[config.mk]
export PLATFORM = sky130hd
export DESIGN_NAME = tpa_derive
export DESIGN_NICKNAME = d
export VERILOG_FILES = /design/src/rtl/core/tpa_pkg.sv /design/src/rtl/core/tpa_derive.sv
export VERILOG_INCLUDE_DIRS = /design/src /design/src/rtl/core
export SDC_FILE = /design/constraint.sdc
export NUM_CORES = 2
export LEC_CHECK = 0
export BUFFER_PORTS_ARGS = -buffer_cell sky130_fd_sc_hd__buf_2
export CORE_ASPECT_RATIO = 0.6
export CORE_MARGIN = 2
export CORE_UTILIZATION = 63
export CTS_CLUSTER_DIAMETER = 60
export DETAILED_ROUTE_END_ITERATION = 8
export PLACE_DENSITY = 0.82
export SLEW_MARGIN = 10
export SYNTH_ARGS = -nofsm -noshare
export SYNTH_HDL_FRONTEND = slang
export SYNTH_SLANG_ARGS = --single-unit
[constraint.sdc]
create_clock -name clk -period 11.7 [get_ports clk]
set_clock_uncertainty 0.2 [all_clocks]
set_input_delay 1.755 -clock clk [delete_from_list [all_inputs] [get_ports clk]]
set_output_delay 1.755 -clock clk [all_outputs]
set_load 0.005 [all_outputs]
[src/rtl/core/assert_macros.svh]
// ----------------------------------------------------------------------------
// Assertion macros
// Shared concurrent assertion wrappers for the permute address generator.
// ----------------------------------------------------------------------------
`ifndef ASSERT_MACROS_SVH
`define ASSERT_MACROS_SVH

`ifndef SYNTH
// Checked on every rising clock edge outside of reset.
`define TPA_ASSERT(lbl, prop, msg) \
    lbl: assert property (@(posedge clk) disable iff (!rst_n) prop) else $error(msg);
// Checked on every rising clock edge, reset included.
`define TPA_ASSERT_ALWAYS(lbl, prop, msg) \
    lbl: assert property (@(posedge clk) prop) else $error(msg);
`else
`define TPA_ASSERT(lbl, prop, msg)
`define TPA_ASSERT_ALWAYS(lbl, prop, msg)
`endif

`endif

[src/rtl/core/tpa_pkg.sv]
// ----------------------------------------------------------------------------
// tpa_pkg
// Constants, register indexes and shared types of the permute address generator.
// ----------------------------------------------------------------------------
package tpa_pkg;

    localparam int DEF_MAX_RANK    = 6;
    localparam int DEF_AXIS_BITS   = 16;
    localparam int DEF_OFFSET_BITS = 32;

    localparam int CFG_INDEX_BITS     = 3;
    localparam int CFG_DATA_BITS      = 18;
    localparam int RANK_BITS          = 3;
    localparam int PERM_BITS          = 18;
    localparam int PERM_FIELD_BITS    = 3;
    localparam int PERM_EXT_BITS      = 24;
    localparam int SIZE_FIELD_BITS    = 16;
    localparam int NUM_SIZE_REGS      = 6;
    localparam int SOURCE_OFFSET_BITS = 32;

    localparam logic [CFG_INDEX_BITS-1:0] REG_TENSOR_RANK = 3'd0;
    localparam logic [CFG_INDEX_BITS-1:0] REG_PERM_ORDER  = 3'd1;
    localparam logic [CFG_INDEX_BITS-1:0] REG_AXIS_SIZE_0 = 3'd2;

    localparam logic [RANK_BITS-1:0] RANK_RESET = 3'd1;
    localparam logic [PERM_BITS-1:0] PERM_RESET = 18'd181896;

    typedef struct packed {
        logic busy;
        logic bad;
    } tpa_status_t;

endpackage

[src/rtl/core/tpa_derive.sv]
// ----------------------------------------------------------------------------
// tpa_derive
// Configuration registers and the sequencer that derives per-axis limits and
// offset steps from them after reset and after every register write.
// ----------------------------------------------------------------------------
`include "assert_macros.svh"

module tpa_derive import tpa_pkg::*; #(
    parameter int MAX_RANK    = DEF_MAX_RANK,
    parameter int AXIS_BITS   = DEF_AXIS_BITS,
    parameter int OFFSET_BITS = DEF_OFFSET_BITS
) (
    input  logic                                  clk,
    input  logic                                  rst_n,
    input  logic                                  cfg_we,
    input  logic [CFG_INDEX_BITS-1:0]             cfg_index,
    input  logic [CFG_DATA_BITS-1:0]              cfg_data,
    output tpa_status_t                           status,
    output logic [MAX_RANK-1:0]                   axis_used,
    output logic [MAX_RANK-1:0][AXIS_BITS-1:0]    out_max,
    output logic [MAX_RANK-1:0][OFFSET_BITS-1:0]  delta
);

    localparam int IDX_BITS  = (MAX_RANK > 1) ? $clog2(MAX_RANK) : 1;
    localparam int ACC_BITS  = OFFSET_BITS + 1;
    localparam int PROD_BITS = ACC_BITS + AXIS_BITS;
    localparam int BACK_BITS = AXIS_BITS + OFFSET_BITS;
    localparam logic [ACC_BITS-1:0] LIMIT = {1'b1, {OFFSET_BITS{1'b0}}};

    typedef enum logic [2:0] {
        S_IDLE,
        S_START,
        S_STRIDE,
        S_PROD,
        S_ACCUM
    } state_t;

    state_t                               state_reg;
    logic [RANK_BITS-1:0]                 rank_reg;
    logic [PERM_BITS-1:0]                 perm_reg;
    logic [MAX_RANK-1:0][AXIS_BITS-1:0]   size_reg;
    logic [IDX_BITS-1:0]                  k_reg;
    logic [ACC_BITS-1:0]                  acc_reg;
    logic                                 bad_reg;
    logic [MAX_RANK-1:0][OFFSET_BITS-1:0] stride_reg;
    logic [OFFSET_BITS-1:0]               back_sum_reg;
    logic [OFFSET_BITS-1:0]               prod_reg;
    logic [MAX_RANK-1:0][AXIS_BITS-1:0]   out_max_reg;
    logic [MAX_RANK-1:0][OFFSET_BITS-1:0] delta_reg;

    logic                        wr_rank;
    logic                        wr_perm;
    logic                        wr_size;
    logic                        cfg_hit;
    logic [CFG_INDEX_BITS-1:0]   size_axis;
    logic [PERM_EXT_BITS-1:0]    perm_ext;
    logic [PERM_FIELD_BITS-1:0]  src [MAX_RANK];
    logic                        static_bad;
    logic [PERM_FIELD_BITS-1:0]  rd_src;
    logic [IDX_BITS-1:0]         rd_idx;
    logic [AXIS_BITS-1:0]        rd_size;
    logic [AXIS_BITS-1:0]        rd_size_m1;
    logic [OFFSET_BITS-1:0]      rd_stride;
    logic [PROD_BITS-1:0]        acc_prod;
    logic                        acc_ovf;
    logic [BACK_BITS-1:0]        back_prod;

    // Register write decode. A size write beyond the supported axes is dropped.
    always_comb
    begin
        size_axis = cfg_index - REG_AXIS_SIZE_0;
        wr_rank   = cfg_we && (cfg_index == REG_TENSOR_RANK);
        wr_perm   = cfg_we && (cfg_index == REG_PERM_ORDER);
        wr_size   = cfg_we && (cfg_index >= REG_AXIS_SIZE_0)
                    && (32'(cfg_index) < 32'(REG_AXIS_SIZE_0) + NUM_SIZE_REGS)
                    && (32'(size_axis) < MAX_RANK);
        cfg_hit   = wr_rank || wr_perm || wr_size;
    end

    // Checks that need no arithmetic: rank range, permutation and empty axes.
    always_comb
    begin
        logic rank_bad;
        logic perm_bad;
        logic zero_bad;
        perm_ext = PERM_EXT_BITS'(perm_reg);
        rank_bad = (rank_reg == '0) || (32'(rank_reg) > MAX_RANK);
        perm_bad = 1'b0;
        zero_bad = 1'b0;
        for (int a = 0; a < MAX_RANK; a++)
        begin
            src[a] = perm_ext[a*PERM_FIELD_BITS +: PERM_FIELD_BITS];
        end
        for (int a = 0; a < MAX_RANK; a++)
        begin
            if (a < 32'(rank_reg))
            begin
                if (src[a] >= rank_reg)
                begin
                    perm_bad = 1'b1;
                end
                if (size_reg[a] == '0)
                begin
                    zero_bad = 1'b1;
                end
                for (int b = a + 1; b < MAX_RANK; b++)
                begin
                    if ((b < 32'(rank_reg)) && (src[a] == src[b]))
                    begin
                        perm_bad = 1'b1;
                    end
                end
            end
        end
        static_bad = rank_bad || perm_bad || zero_bad;
    end

    // One read port on the size registers: the stride pass walks input axes,
    // the output pass walks the permuted ones.
    always_comb
    begin
        rd_src     = perm_ext[int'(k_reg)*PERM_FIELD_BITS +: PERM_FIELD_BITS];
        rd_idx     = (state_reg == S_STRIDE) ? k_reg : IDX_BITS'(rd_src);
        rd_size    = size_reg[rd_idx];
        rd_size_m1 = rd_size - AXIS_BITS'(1);
        rd_stride  = stride_reg[IDX_BITS'(rd_src)];
        acc_prod   = PROD_BITS'(acc_reg) * PROD_BITS'(rd_size);
        acc_ovf    = acc_prod > PROD_BITS'(LIMIT);
        back_prod  = BACK_BITS'(rd_size_m1) * BACK_BITS'(rd_stride);
    end

    always_ff @(posedge clk or negedge rst_n)
    begin
        if (!rst_n)
        begin
            state_reg <= S_START;
            rank_reg  <= RANK_RESET;
            perm_reg  <= PERM_RESET;
            for (int a = 0; a < MAX_RANK; a++)
            begin
                size_reg[a] <= AXIS_BITS'(1);
            end
            k_reg     <= '0;
            bad_reg   <= 1'b0;
        end
        else
        begin
            if (wr_rank)
            begin
                rank_reg <= cfg_data[RANK_BITS-1:0];
            end
            if (wr_perm)
            begin
                perm_reg <= cfg_data[PERM_BITS-1:0];
            end
            for (int a = 0; a < MAX_RANK; a++)
            begin
                if (wr_size && (32'(size_axis) == a))
                begin
                    size_reg[a] <= AXIS_BITS'(cfg_data[SIZE_FIELD_BITS-1:0]);
                end
            end

            if (cfg_hit)
            begin
                state_reg <= S_START;
            end
            else
            begin
                case (state_reg)
                    S_IDLE:
                    begin
                        state_reg <= S_IDLE;
                    end
                    S_START:
                    begin
                        if (static_bad)
                        begin
                            bad_reg   <= 1'b1;
                            state_reg <= S_IDLE;
                        end
                        else
                        begin
                            k_reg     <= IDX_BITS'(rank_reg - RANK_BITS'(1));
                            state_reg <= S_STRIDE;
                        end
                    end
                    S_STRIDE:
                    begin
                        // The stride of an axis is the product of all sizes inside it,
                        // so the running product doubles as the element count check.
                        if (acc_ovf)
                        begin
                            bad_reg   <= 1'b1;
                            state_reg <= S_IDLE;
                        end
                        else if (k_reg == '0)
                        begin
                            k_reg     <= IDX_BITS'(rank_reg - RANK_BITS'(1));
                            state_reg <= S_PROD;
                        end
                        else
                        begin
                            k_reg <= k_reg - IDX_BITS'(1);
                        end
                    end
                    S_PROD:
                    begin
                        state_reg <= S_ACCUM;
                    end
                    S_ACCUM:
                    begin
                        if (k_reg == '0)
                        begin
                            bad_reg   <= 1'b0;
                            state_reg <= S_IDLE;
                        end
                        else
                        begin
                            k_reg     <= k_reg - IDX_BITS'(1);
                            state_reg <= S_PROD;
                        end
                    end
                    default:
                    begin
                        state_reg <= S_START;
                    end
                endcase
            end
        end
    end

    // Datapath registers of the derivation pass.
    always_ff @(posedge clk)
    begin
        if (state_reg == S_START)
        begin
            acc_reg      <= ACC_BITS'(1);
            back_sum_reg <= '0;
        end
        if (state_reg == S_STRIDE)
        begin
            stride_reg[k_reg] <= OFFSET_BITS'(acc_reg);
            if (!acc_ovf)
            begin
                acc_reg <= ACC_BITS'(acc_prod);
            end
        end
        if (state_reg == S_PROD)
        begin
            // An increment of this axis rolls every inner axis back to zero,
            // which the accumulated rewind already covers.
            prod_reg           <= OFFSET_BITS'(back_prod);
            delta_reg[k_reg]   <= rd_stride - back_sum_reg;
            out_max_reg[k_reg] <= rd_size_m1;
        end
        if (state_reg == S_ACCUM)
        begin
            back_sum_reg <= back_sum_reg + prod_reg;
        end
    end

    always_comb
    begin
        status.busy = (state_reg != S_IDLE);
        status.bad  = bad_reg;
        for (int a = 0; a < MAX_RANK; a++)
        begin
            axis_used[a] = (a < 32'(rank_reg));
        end
    end

    assign out_max = out_max_reg;
    assign delta   = delta_reg;

    `TPA_ASSERT(a_acc_within_limit, (state_reg == S_STRIDE) |-> (acc_reg <= LIMIT), "running element count exceeded the limit")
    `TPA_ASSERT(a_write_restarts_pass, cfg_hit |=> (state_reg == S_START), "register write did not restart the derivation")
    `TPA_ASSERT(a_clean_pass_clears_bad, ((state_reg == S_ACCUM) && (k_reg == '0) && !cfg_hit) |=> (!bad_reg && (state_reg == S_IDLE)), "completed pass left the error flag set")

endmodule

Word-level counts from Yosys, hierarchy flattened

Cells that the tools add are included.

Register bits after elaboration: 701
Input port bits: 24
Output and inout port bits: 296
Logic and storage cells: 213

Add/subtract/negate cells: 6
$mul: 3
$lt $le $gt $ge: 20
Eq/ne operators: 32
Shift-type cells: 1
Muxes and demuxes: 71
Bitwise operators: 1
Reductions and logical operators: 47

Operators with widths:

| cell                                                  | number |
|---|---|
| bitwise mux 192 bit                                   | 2 |
| two-way mux 32 bit                                    | 4 |
| two-way mux 33 bit                                    | 3 |
| binary-select mux 32 bit (select 3 bit)               | 1 |
| bitwise mux 96 bit                                    | 1 |
| demux 32 bit (select 3 bit)                           | 1 |
| logical NOT 16 bit                                    | 6 |
| > comparator 49 x 33 -> 1 bit (second input constant) | 1 |
| multiplier 33 x 16 -> 49 bit                          | 1 |
| binary-select mux 16 bit (select 3 bit)               | 1 |
| demux 16 bit (select 3 bit)                           | 1 |
| equality test 3 bit                                   | 15 |
| two-way mux 1 bit                                     | 42 |
| adder 32 bit                                          | 1 |
| multiplier 16 x 32 -> 32 bit                          | 1 |
| two-way mux 16 bit                                    | 2 |
| subtractor 32 bit                                     | 1 |
| logical AND 1 bit                                     | 26 |
| two-way mux 3 bit                                     | 8 |
| indexed part select 24 x 6 -> 3 bit                   | 1 |
| greater-or-equal comparator 3 bit                     | 6 |
| subtractor 16 x 1 -> 16 bit (second input constant)   | 1 |
| logical NOT 3 bit                                     | 5 |
| case mux 3 bit (5 select lines)                       | 1 |
| 24 further kinds                                      | 49 |

Longest topological paths before layout

Depth after elaboration: 33
Gate-level depth with buffers: 41
Depth with buffers taken out: 35

Worst setup path after synthesis

No wires, ideal clock.

Path kind: register -> register
From: reg k_reg[0]
To: reg acc_reg[27]
Setup time: 72 ps
Arrival time: 9,980 ps
Data required time: 11,428 ps
Setup slack: 1,448 ps
Cell stages (with the launch flop): 37
Path buffers: 7
Clock period less this slack: 10,252 ps
Path through: dfrtp_1 > buf_4 > mux2_4 > a222oi_1 > a21o_1 > buf_6 > buf_6 > buf_6 > nor2_1 > o32a_1 > o21ai_1 > clkbuf_1 > nand2_1 > fa_1 > inv_1 > fa_1 > fa_1 > fa_1 > fa_1 > inv_1 > fa_1 > inv_1 > ha_1 > and4_1 > and3_1 > nand3_1 > or4_1 > a21oi_1 > nor2_1 > o311ai_0 > o311ai_0 > mux2_2 > a2111oi_0 > and4b_1 > clkbuf_1 > buf_1 > mux2i_1

Word-level cells in the longest chain between the ends: 9

Ends and longest elaborated chain:

| element                                    | line              | text |
|---|---|---|
| from (decl)                                | tpa_derive.sv:42  | `logic [IDX_BITS-1:0] k_reg;` |
| from (signal assigned)                     | tpa_derive.sv:184 | `k_reg <= IDX_BITS'(rank_reg - RANK_BITS'(1));` |
| from (signal assigned)                     | tpa_derive.sv:199 | `k_reg <= IDX_BITS'(rank_reg - RANK_BITS'(1));` |
| from (signal assigned)                     | tpa_derive.sv:204 | `k_reg <= k_reg - IDX_BITS'(1);` |
| multiplier 3 x 2 -> 5 bit                  | tpa_derive.sv:122 | `rd_src = perm_ext[int'(k_reg)*PERM_FIELD_BITS +: PERM_FIELD_BITS];` |
| indexed part select 24 x 6 -> 3 bit        | tpa_derive.sv:122 |  |
| two-way mux 3 bit *                        | tpa_derive.sv:123 | `rd_idx = (state_reg == S_STRIDE) ? k_reg : IDX_BITS'(rd_src);` |
| binary-select mux 16 bit (select 3 bit) *  | tpa_derive.sv:124 | `rd_size = size_reg[rd_idx];` |
| two-way mux 16 bit (implied by the code) * | tpa_derive.sv:124 |  |
| multiplier 33 x 16 -> 49 bit *             | tpa_derive.sv:127 | `acc_prod = PROD_BITS'(acc_reg) * PROD_BITS'(rd_size);` |
| > comparator 49 x 33 -> 1 bit              | tpa_derive.sv:128 | `acc_ovf = acc_prod > PROD_BITS'(LIMIT);` |
| two-way mux 33 bit *                       | tpa_derive.sv:244 | `if (!acc_ovf)` |
| two-way mux 33 bit *                       | tpa_derive.sv:241 | `if (state_reg == S_STRIDE)` |
| to (signal assigned)                       | tpa_derive.sv:246 | `acc_reg <= ACC_BITS'(acc_prod);` |
| to (decl)                                  | tpa_derive.sv:43  | `logic [ACC_BITS-1:0] acc_reg;` |

Mark *: on every way between the ends. The rest lies on a longest branch, timed or not. The select of a mux whose other input is x is not followed.
A chain may end at the register's enable or synchronous reset.

Worst setup path in the final report

From: reg state_reg[2]
To: reg prod_reg[31] (data pin)

Word-level cells in the longest chain between the ends: 6

Ends and longest elaborated chain:

| element                                  | line              | text |
|---|---|---|
| from (decl)                              | tpa_derive.sv:38  | `state_t state_reg;` |
| from (signal assigned)                   | tpa_derive.sv:136 | `state_reg <= S_START;` |
| from (signal assigned)                   | tpa_derive.sv:166 | `state_reg <= S_START;` |
| from (signal assigned)                   | tpa_derive.sv:173 | `state_reg <= S_IDLE;` |
| equality test 3 x 2 -> 1 bit             | tpa_derive.sv:123 |  |
| two-way mux 3 bit                        | tpa_derive.sv:123 |  |
| binary-select mux 16 bit (select 3 bit)  | tpa_derive.sv:124 |  |
| two-way mux 16 bit (implied by the code) | tpa_derive.sv:124 |  |
| subtractor 16 x 1 -> 16 bit              | tpa_derive.sv:125 | `rd_size_m1 = rd_size - AXIS_BITS'(1);` |
| multiplier 16 x 32 -> 32 bit             | tpa_derive.sv:129 | `back_prod = BACK_BITS'(rd_size_m1) * BACK_BITS'(rd_stride);` |
| via back_prod[31]                        | tpa_derive.sv:66  | `logic [BACK_BITS-1:0] back_prod;` |
| to (signal assigned)                     | tpa_derive.sv:253 | `prod_reg <= OFFSET_BITS'(back_prod);` |
| to (decl)                                | tpa_derive.sv:47  | `logic [OFFSET_BITS-1:0] prod_reg;` |

The timed path passes the listed nets, and every way through them passes these cells. The select of a mux whose other input is x is not followed.

==> results.md <==
- The count of antenna-violating nets left after detailed routing is 0.
- The detailed placement HPWL is 119,000 um.
- The worst hold path belongs to the class reg -> reg.
- In the routed layout, each cell is associated on average with a via count of roughly 6.
- The critical path capture point is prod_reg[31].
- The flow ran to the end, and the final reports show no timing, DRC or antenna violations.
- The post-synthesis instance total is 5,546.
- In this run the critical register-to-register path is captured at prod_reg[31].
- Summed over all failing endpoints, the final setup total negative slack is 0 ps.
- The worst setup slack for register-to-register paths is between 300 and 400 ps.
- The most common flop cell mapped by yosys is sky130_fd_sc_hd__edfxtp_1.
- The met1 track demand over resource in global routing is 51.0%.
- For the worst setup path, the data arrival time is 11,530 ps.
- The row count is 86.
- The CTS tree is built.
- The worst-path cell with the longest stage delay is sky130_fd_sc_hd__or3b_2.
- Broken down by cell family, the worst path's largest delay share belongs to adder cells.
- The worst slew margin relative to its limit is 13.9%.
- The detailed router placed 43.0k vias in this run.
- From left edge to right edge, the die measures roughly 400 um.
- The critical path in this run is classified as reg -> reg.
- Counting every net in the synthesized netlist gives between 6k and 7k.
- met1 is the most crowded layer.
- The number of hold violations in the final report is 0.
- For this block, the routed nets add up to between 150,000 and 200,000 um of wire.
- The clock reaches the later pin of the worst-skew pair after between 600 and 700 ps.
- No sink is reached through more buffers than the 3 on the longest clock path.
- The total of max-cap violations is 0.
- The die footprint is 94,800 sq um.
- Synthesis inferred 701 register bits.
- The post-CTS setup repair buffer count is 0.
- At the pin with the least slew margin, the transition time is 1290 ps.
- Counting flops with an async set or reset pin after synthesis yields a share of 17.7%.
- The clock transition at the registers of the reported paths is approximately 70 ps.
- Setup repair after global routing left no endpoint under its margin.
- The average cell area after synthesis is 10.5 sq um.
- The number of iterations in the first detailed-routing pass is 7.
- The total area inside the core boundary comes to ~92,000 sq um.
- The peak per-stage delay on the critical path is approximately 750 ps.
- After synthesis the cells add up to 58,200 sq um.
- For this run, the total global-route usage over all layers was measured as approximately 34%.
- Tracing the worst setup path back leads to its startpoint at state_reg[2].
- The number of DRC markers after the initial detailed-route iteration is 5,035.
- The initial utilization of the core area, before any placement, comes to 63.4%.
- The number of max-slew violations in the final report is 0.
- The first global-routing pass estimated 249,000 um of wire.
- For the worst setup path, the data required time is 11,900 ps.
- The sink count of the clock tree is 701.
- The initial antenna violation count is 3.
- The post-route netlist has 13.3% of its cells at a drive strength greater than 1.
- The largest net degree at the start of global routing is 72.
- The number of enable-type register cells in the synthesized netlist is 544.
- Synthesis instantiated 96 different standard cells from the library.
- The number of clock buffers added by TritonCTS is 68.
- The launching point of the worst reg2reg path is state_reg[2].
- The Yosys step of the flow raised 0 warnings.
- Relative to the synthesized area, the layout overhead comes to 10.1%.
- For the worst flop-to-flop path, the logic depth is 35.
- The final weighted congestion of routability-driven global placement is approximately 1.0.
- Counting stages on the worst path, the most repeated cell is sky130_fd_sc_hd__fa_1.
- The sequential element share of the synthesized area is 34.6%.
- The aggregate global routing overflow is 0.
- The highest attainable clock frequency is 88.3 MHz.
- The via count of the first global-routing pass is 43.7k.
- The final critical path takes up 96.8% of the cycle.
- Global routing used between 40% and 50% of the available met2 tracks.
- STA classifies the critical path startpoint as a register.
- After detailed routing, the average wire length per cell comes to 22.2 um.
- STA classifies the critical path endpoint as a register.
- The detailed-route DRC error count is 0.
- The count of buffer and inverter cells on the critical path is 7.
- The net total in the final layout is 6,856.
- The final setup violation count is 0.
- In this run the number of H-tree levels came out at 3.
- The number of primary I/O pins is 320.
- The routing usage on met3 is 11.1%.
- The clock root buffer is sky130_fd_sc_hd__clkbuf_16.
- Counting buffers and inverters, the worst setup path is 35 cells deep.
- The die span in y is 239 um.
- The clock period could shrink to approximately 11,000 ps.
- In this run the worst path has a maximum fanout of 27.
- In this run the tool buffered the top-level ports with 319 buffer cells.
[logic make-up (layout without fill, tap and decap cells)]
group,Yosys count,count (layout),synth area share (%)
and+or+nand+nor,1769,1769,14.0
buffers and inverters,1147,1472,7.51
AOI/OAI and AO/OA,552,552,6.25
muxes,189,189,3.56
other,0,2,0
xor gates and xnor gates,177,177,2.80
adders and majority gates,1011,1011,31.3
DFF,701,701,34.6
[per-stage QoR]
stage / worst slack (ps) / area [sq um] / hold slack [ps] / cells / utilization (%)
after floorplan: 1450 / 58200 / 282 / 5546 / -
after global placement: 709 / 61700 / 320 / 6983 / 67.3
after detailed placement: 319 / 61700 / 330 / 6983 / 67.3
after CTS: 205 / 64000 / 340 / 7103 / 69.8
after global routing: 3.72 / 64000 / 361 / 7103 / 69.9
final: 370 / 64000 / 342 / 7105 / 69.9
[layout make-up]
class / count / area (sq um)
diodes: 2 / 5.00
clock buffers: 83 / 1820
well taps: 1232 / 1540
multi-input cells: 3698 / 34000
fillers: 6504 / 27600
flip-flops and latches: 701 / 20100
repair buffers: 473 / 2770
clock inverters: 37 / 463
inverters: 879 / 3300
[worst register-to-register path: cells and delay by family, from the launching register on]
| family | cells | cell delay (ps) |
|---|---|---|
| adders and majority gates | 7 | 3180 |
| AOI/OAI and AO/OA | 11 | 2920 |
| and+or+nand+nor | 8 | 2640 |
| buffers and inverters | 7 | 1380 |
| DFF | 1 | 460 |
| xor gates and xnor gates | 2 | 260 |
[what timing repair did]
item / CTS / global route
hold buffers: 0 / 0
gates resized for setup: 0 / 7
endpoints found under the setup margin: 0 / 10
[placed cells by master (no fill, tap or decap), types with 11 or more instances in the layout]
| cell type | count |
|---|---|
| sky130_fd_sc_hd__o211ai_1 | 15 |
| sky130_fd_sc_hd__nor2_1 | 147 |
| sky130_fd_sc_hd__a31oi_1 | 17 |
| sky130_fd_sc_hd__and2_1 | 199 |
| sky130_fd_sc_hd__mux2_2 | 109 |
| sky130_fd_sc_hd__a21o_1 | 52 |
| sky130_fd_sc_hd__a21boi_0 | 14 |
| sky130_fd_sc_hd__fa_1 | 738 |
| sky130_fd_sc_hd__o21a_1 | 29 |
| sky130_fd_sc_hd__nor3_1 | 53 |
| sky130_fd_sc_hd__ha_1 | 273 |
| sky130_fd_sc_hd__dfrtp_1 | 108 |
| sky130_fd_sc_hd__nand4_1 | 24 |
| sky130_fd_sc_hd__nor2b_1 | 57 |
| sky130_fd_sc_hd__o21ai_0 | 128 |
| sky130_fd_sc_hd__nand2b_1 | 34 |
| sky130_fd_sc_hd__inv_1 | 876 |
| sky130_fd_sc_hd__o21ai_1 | 20 |
| sky130_fd_sc_hd__a211oi_1 | 27 |
| sky130_fd_sc_hd__a21oi_1 | 111 |
| sky130_fd_sc_hd__buf_4 | 154 |
| sky130_fd_sc_hd__buf_2 | 318 |
| sky130_fd_sc_hd__o2111ai_1 | 11 |
| sky130_fd_sc_hd__dfxtp_1 | 33 |
| sky130_fd_sc_hd__xor2_1 | 58 |
| sky130_fd_sc_hd__clkbuf_16 | 69 |
| sky130_fd_sc_hd__nand2_1 | 962 |
| sky130_fd_sc_hd__or3_1 | 21 |
| sky130_fd_sc_hd__o31ai_1 | 11 |
| sky130_fd_sc_hd__nor4_1 | 40 |
| sky130_fd_sc_hd__o21bai_1 | 12 |
| sky130_fd_sc_hd__nand3_1 | 132 |
| sky130_fd_sc_hd__and3_1 | 36 |
| sky130_fd_sc_hd__dfstp_2 | 15 |
| sky130_fd_sc_hd__mux2i_1 | 75 |
| sky130_fd_sc_hd__xnor2_1 | 104 |
| sky130_fd_sc_hd__edfxtp_1 | 544 |
[synthesized netlist by cell type (all sizes together) (15+ instances only)]
cell type | instances | area share, %
and2 | 200 | 2.2
xor2 | 62 | 0.93
dfxtp | 33 | 1.1
or3 | 21 | 0.23
a21o | 54 | 0.70
nor2 | 152 | 0.99
clkbuf | 201 | 1.3
nand2b | 34 | 0.37
a31oi | 18 | 0.19
and3 | 37 | 0.40
inv | 876 | 5.7
a21oi | 113 | 0.98
mux2 | 111 | 2.2
dfrtp | 109 | 4.7
o21a | 29 | 0.37
nand4 | 24 | 0.26
nor4 | 42 | 0.47
nor2b | 57 | 0.61
o21ai | 152 | 1.3
fa | 738 | 25
mux2i | 75 | 1.3
ha | 273 | 5.9
nand3 | 132 | 1.1
o211ai | 15 | 0.19
nand2 | 963 | 6.2
a211oi | 27 | 0.35
dfstp | 15 | 0.68
edfxtp | 544 | 28
xnor2 | 110 | 1.7
nor3 | 61 | 0.52
buf | 67 | 0.54
[worst min path at each step]
| stage | endpoint | cells after the start | startpoint |
|---|---|---|---|
| 6_report | size_reg[0] | 2 | size_reg[0] |
| 2_1_floorplan | acc_reg[32] | 2 | acc_reg[32] |
| 3_5_place_dp | size_reg[67] | 1 | size_reg[67] |
| 4_1_cts | size_reg[0] | 2 | size_reg[0] |
| 3_3_place_gp | size_reg[78] | 1 | size_reg[78] |
| 5_1_grt | size_reg[68] | 1 | size_reg[68] |
[layer usage]
layer	vias up	share of wire, %
met5	-	0.042
met4	8	2.6
met3	366	14
met2	2876	42
met1	21312	41
li1	18475	-
Power is not shown: default switching activity piles up to over one toggle a cycle in this logic, so the estimate is an artifact.
